--- src/rtl/msic_pkg.sv ---
// ----------------------------------------------------------------------------
// msic_pkg
// Shared widths, sequencer states and control types of the merge sorter.
// ----------------------------------------------------------------------------
package msic_pkg;

  localparam int MAX_ITEMS_DEF = 64;
  localparam int DATA_W        = 32;
  localparam int INV_W         = 11;

  typedef enum logic [2:0] {
    ST_LOAD,
    ST_PASS_INIT,
    ST_RD,
    ST_CMP,
    ST_EMIT_RD,
    ST_EMIT_LAT,
    ST_EMIT_OUT
  } state_t;

  // control from the sequencer to the merge/count unit
  typedef struct packed {
    logic step;
    logic clear;
  } mrg_ctl_t;

endpackage

--- src/rtl/msic_merge_unit.sv ---
// ----------------------------------------------------------------------------
// msic_merge_unit
// Picks the next element of a merge and accumulates the inversion total.
// ----------------------------------------------------------------------------
module msic_merge_unit import msic_pkg::*; #(
  parameter int CNT_W = $clog2(MAX_ITEMS_DEF + 1)
) (
  input  logic                     clk,
  input  logic                     rst_n,
  input  mrg_ctl_t                 ctl,
  input  logic signed [DATA_W-1:0] left_val,
  input  logic signed [DATA_W-1:0] right_val,
  input  logic                     left_avail,
  input  logic                     right_avail,
  input  logic [CNT_W-1:0]         left_rem,
  output logic                     take_right,
  output logic [INV_W-1:0]         total
);

  logic [INV_W-1:0] total_r, total_nxt;

  // ties go left to keep the sort stable and not count equal pairs
  assign take_right = !left_avail || (right_avail && (left_val > right_val));

  always_comb begin
    total_nxt = total_r;
    if (ctl.clear) begin
      total_nxt = '0;
    end else if (ctl.step && take_right) begin
      // every element still in the left run is greater than the one taken
      total_nxt = total_r + INV_W'(left_rem);
    end
  end

  always_ff @(posedge clk) begin
    if (!rst_n) begin
      total_r <= '0;
    end else begin
      total_r <= total_nxt;
    end
  end

  assign total = total_r;

endmodule

--- config.mk ---
export PLATFORM = sky130hd
export DESIGN_NAME = msic_merge_unit
export DESIGN_NICKNAME = d
export VERILOG_FILES = /design/src/rtl/msic_pkg.sv /design/src/rtl/msic_merge_unit.sv
export SDC_FILE = /design/constraint.sdc
export NUM_CORES = 1
export LEC_CHECK = 0
export BUFFER_PORTS_ARGS = -buffer_cell sky130_fd_sc_hd__buf_2
export CORE_UTILIZATION = 49
export DETAILED_ROUTE_END_ITERATION = 8
export PLACE_DENSITY = 0.83
export SLEW_MARGIN = 15
export SYNTH_ARGS = -nofsm -noshare
export SYNTH_HDL_FRONTEND = slang
export SYNTH_SLANG_ARGS = --single-unit
--- constraint.sdc ---
create_clock -name clk -period 3.8 [get_ports clk]
set_clock_uncertainty 0.1 [all_clocks]
set_input_delay 0.57 -clock clk [delete_from_list [all_inputs] [get_ports clk]]
set_output_delay 0.57 -clock clk [all_outputs]
set_load 0.005 [all_outputs]
==> out/metrics.cfg <==
[outcome]
status=complete, no violations

[synth]
synth_area_leaders=ha_1 31%, dfxtp_1 14%, inv_1 9.5%
synth_edf_count=0
synth_cells=204
syn-num-nets=321
yosysMostFrequentCell=inv_1
synthesis.area_sq_um=1590
ys_ff_latch=11
synthTopCellsByCount=40 x inv_1, 39 x ha_1, 19 x a21oi_1
synth_top_area_share_pct=30.7
synthFlopType=dfxtp_1
synth_cell_types=40
synth.avg_cell_area_sq_um=7.78
yosysTopAreaCell=ha_1
yosys_warnings=0
async_flop_share_pct=0
seq_area_frac_synth_pct=13.9

[die]
die_w_microns=58.9
ios=89
rows=20
start_util_pct=52.0
core_sq_um=3050
die_height_microns=58.9
dieArea_sq_um=3470

[power_and_ir_drop]
power_density_nw_per_um2=179
vdd_ir_drop_max_uv=100
p_leak_uw=0.00123

[cells_and_area]
layout-drive-gt1-share_pct=33.7
diodes=0
syn_to_final_growth_pct=32.0
multi_input_comb_area_sq_um=1200
largest_reg_flops=11
fin_nets=412
seq_area_sq_um=220
nFillCells=267

[global_route]
antenna_found_initial=0
grt_util_met3_pct=3.52
use_met1_pct=26.5
grt-busiest-layer=met2
grt_start_max_net_pins=13
grt_first_pass_wirelength_microns=6310
gr-total-overflow=0
grtUsageMet2_pct=42.5
grt_pass1_vias=1643
grt.total_usage_pct=22.8

[hold_path]
min_path_type=reg2reg
min_from=total[3]

[sta]
setup_viol=0
tightest_slew_ns=0.443
setup_tns_ns=0
rsz0062_at_grt=false
period_needed_ns=2.95
holdWs_ns=0.445
fmax_ghz=0.339
finalMaxSlewViolations=0
final_hold_viol_count=0
max_slew_margin_pct=70.5
period_share_pct=77.7

[clock_tree]
post_cts_buffers=0
cts.clk_slew.worst_paths_ns=0.07
htreeDepth=1
clk_path_buf_depth=2
cts_buffers=3
cts_tree=yes
hold_buffers=0
root_buffer=clkbuf_4
clkLatencyLatePin_ns=0.27
cts_sinks=11
cts_resized=0

[routing]
num_vias=1679
wl_per_cell_microns=10.6
avgViaCountPerCell=4.97
drc=0
wirelength_microns=3580
ant_nets=0
detail_route.first_pass.iterations=4
drt_iter0_drc=52

[placed_design]
portBuffers=88
dp_hpwl_microns=3210
place_congestion=0.771

[worst_setup_path]
worstSetupEndpointType=output port
worstPathRequired_ns=3.13
path_cells=buf_2 > ha_1 > nand4_1 > or3_1 > a21oi_1 > o41a_1 > nor2_1 > xor2_1 > nand2_1 > nand2_1 > buf_2
start_kind=primary input
critical_path_buf_inv_count=2
cp.arrival_ns=2.28
worstSetupPathType=in2out
critical_path.top_delay_family=simple AND/OR/NAND/NOR gates
critPathMaxFanout=3
r2r-start=total[0]
cpPeakStageDelay_ns=0.39
critPathLaunch=left_val[14]
cp_slowest_cell=or3_1

[flow_run]
drv_cap=0

[routing by layer]
metal	vias up	wire length, microns
li1	891	-
met1	727	1590
met2	53	1750
met3	8	182
met4	0	60
met5	-	0
[power breakdown]
| group | internal (uW) | switching (uW) |
|---|---|---|
| Clock | 39.0 | 40.6 |
| Sequential | 119 | 3.08 |
| Combinational | 90.0 | 84.1 |
| Total | 248 | 128 |
[worst register-to-register path, delay by kind of cell (launching register included)]
kind	cells	cell delay [ns]
AOI/OAI and AO/OA	6	0.92
adders and majority gates	2	0.58
buffers and inverters	1	0.06
DFF	1	0.36
and+or+nand+nor	2	0.25
[worst paths after layout]
| check | cells past startpoint | endpoint | slack, ns |
|---|---|---|---|
| hold / removal | 2 | total[3] | 0.44 |
| setup / recovery | 11 | take_right | 0.85 |
| hold reg to reg | 2 | total[3] | 0.44 |
| setup reg to reg | 11 | total[10] | 1.45 |
[stage by stage]
stage | utilization (%) | setup WS (ns) | instances | total power (uW) | area [sq um]
final | 68.6 | 0.847 | 338 | 375 | 2100
after global routing | 68.6 | 0.717 | 338 | 408 | 2100
after CTS | 68.6 | 0.839 | 338 | 379 | 2100
after detailed placement | 67.7 | 0.742 | 334 | 298 | 2070
after global placement | 67.7 | 0.786 | 334 | 293 | 2070
after floorplan | - | 1.04 | 204 | 234 | 1590
[logic make-up after synthesis]
logic type                 Yosys count  share of synthesized area [%]
AOI/OAI and AO/OA                   45                           18.8
xor gates and xnor gates             7                           3.86
adders and majority gates           40                           32.0
buffers and inverters               42                           10.4
DFF                                 11                           13.9
muxes                                6                           3.78
and+or+nand+nor                     53                           17.3
[cell type report]
| cell class | instances | share of cell area (%) |
|---|---|---|
| well taps | 44 | 2.63 |
| flip-flops and latches | 11 | 10.5 |
| inverters | 40 | 7.16 |
| multi-input cells | 151 | 57.4 |
| clock inverters | 1 | 0.239 |
| clock buffers | 3 | 1.07 |
| repair buffers | 88 | 21.0 |
[cell usage in the layout, fill, tap and decap left out, types with 2 or more instances in the layout]
cell,synthesis,routed
a21oi_1,19,19
dfxtp_1,11,11
nand2_1,11,11
nand4_1,7,7
mux2i_1,6,6
nor2_1,17,17
clkbuf_4,0,3
o211ai_1,2,2
xnor2_1,3,3
o21ai_0,7,7
inv_1,40,40
o21a_1,3,3
nor2b_1,3,3
and3_1,4,4
xor2_1,4,4
or2_2,2,2
nand3_1,2,2
buf_2,0,88
ha_1,39,39
a31oi_1,2,2
(Power assumes the default switching activity.)
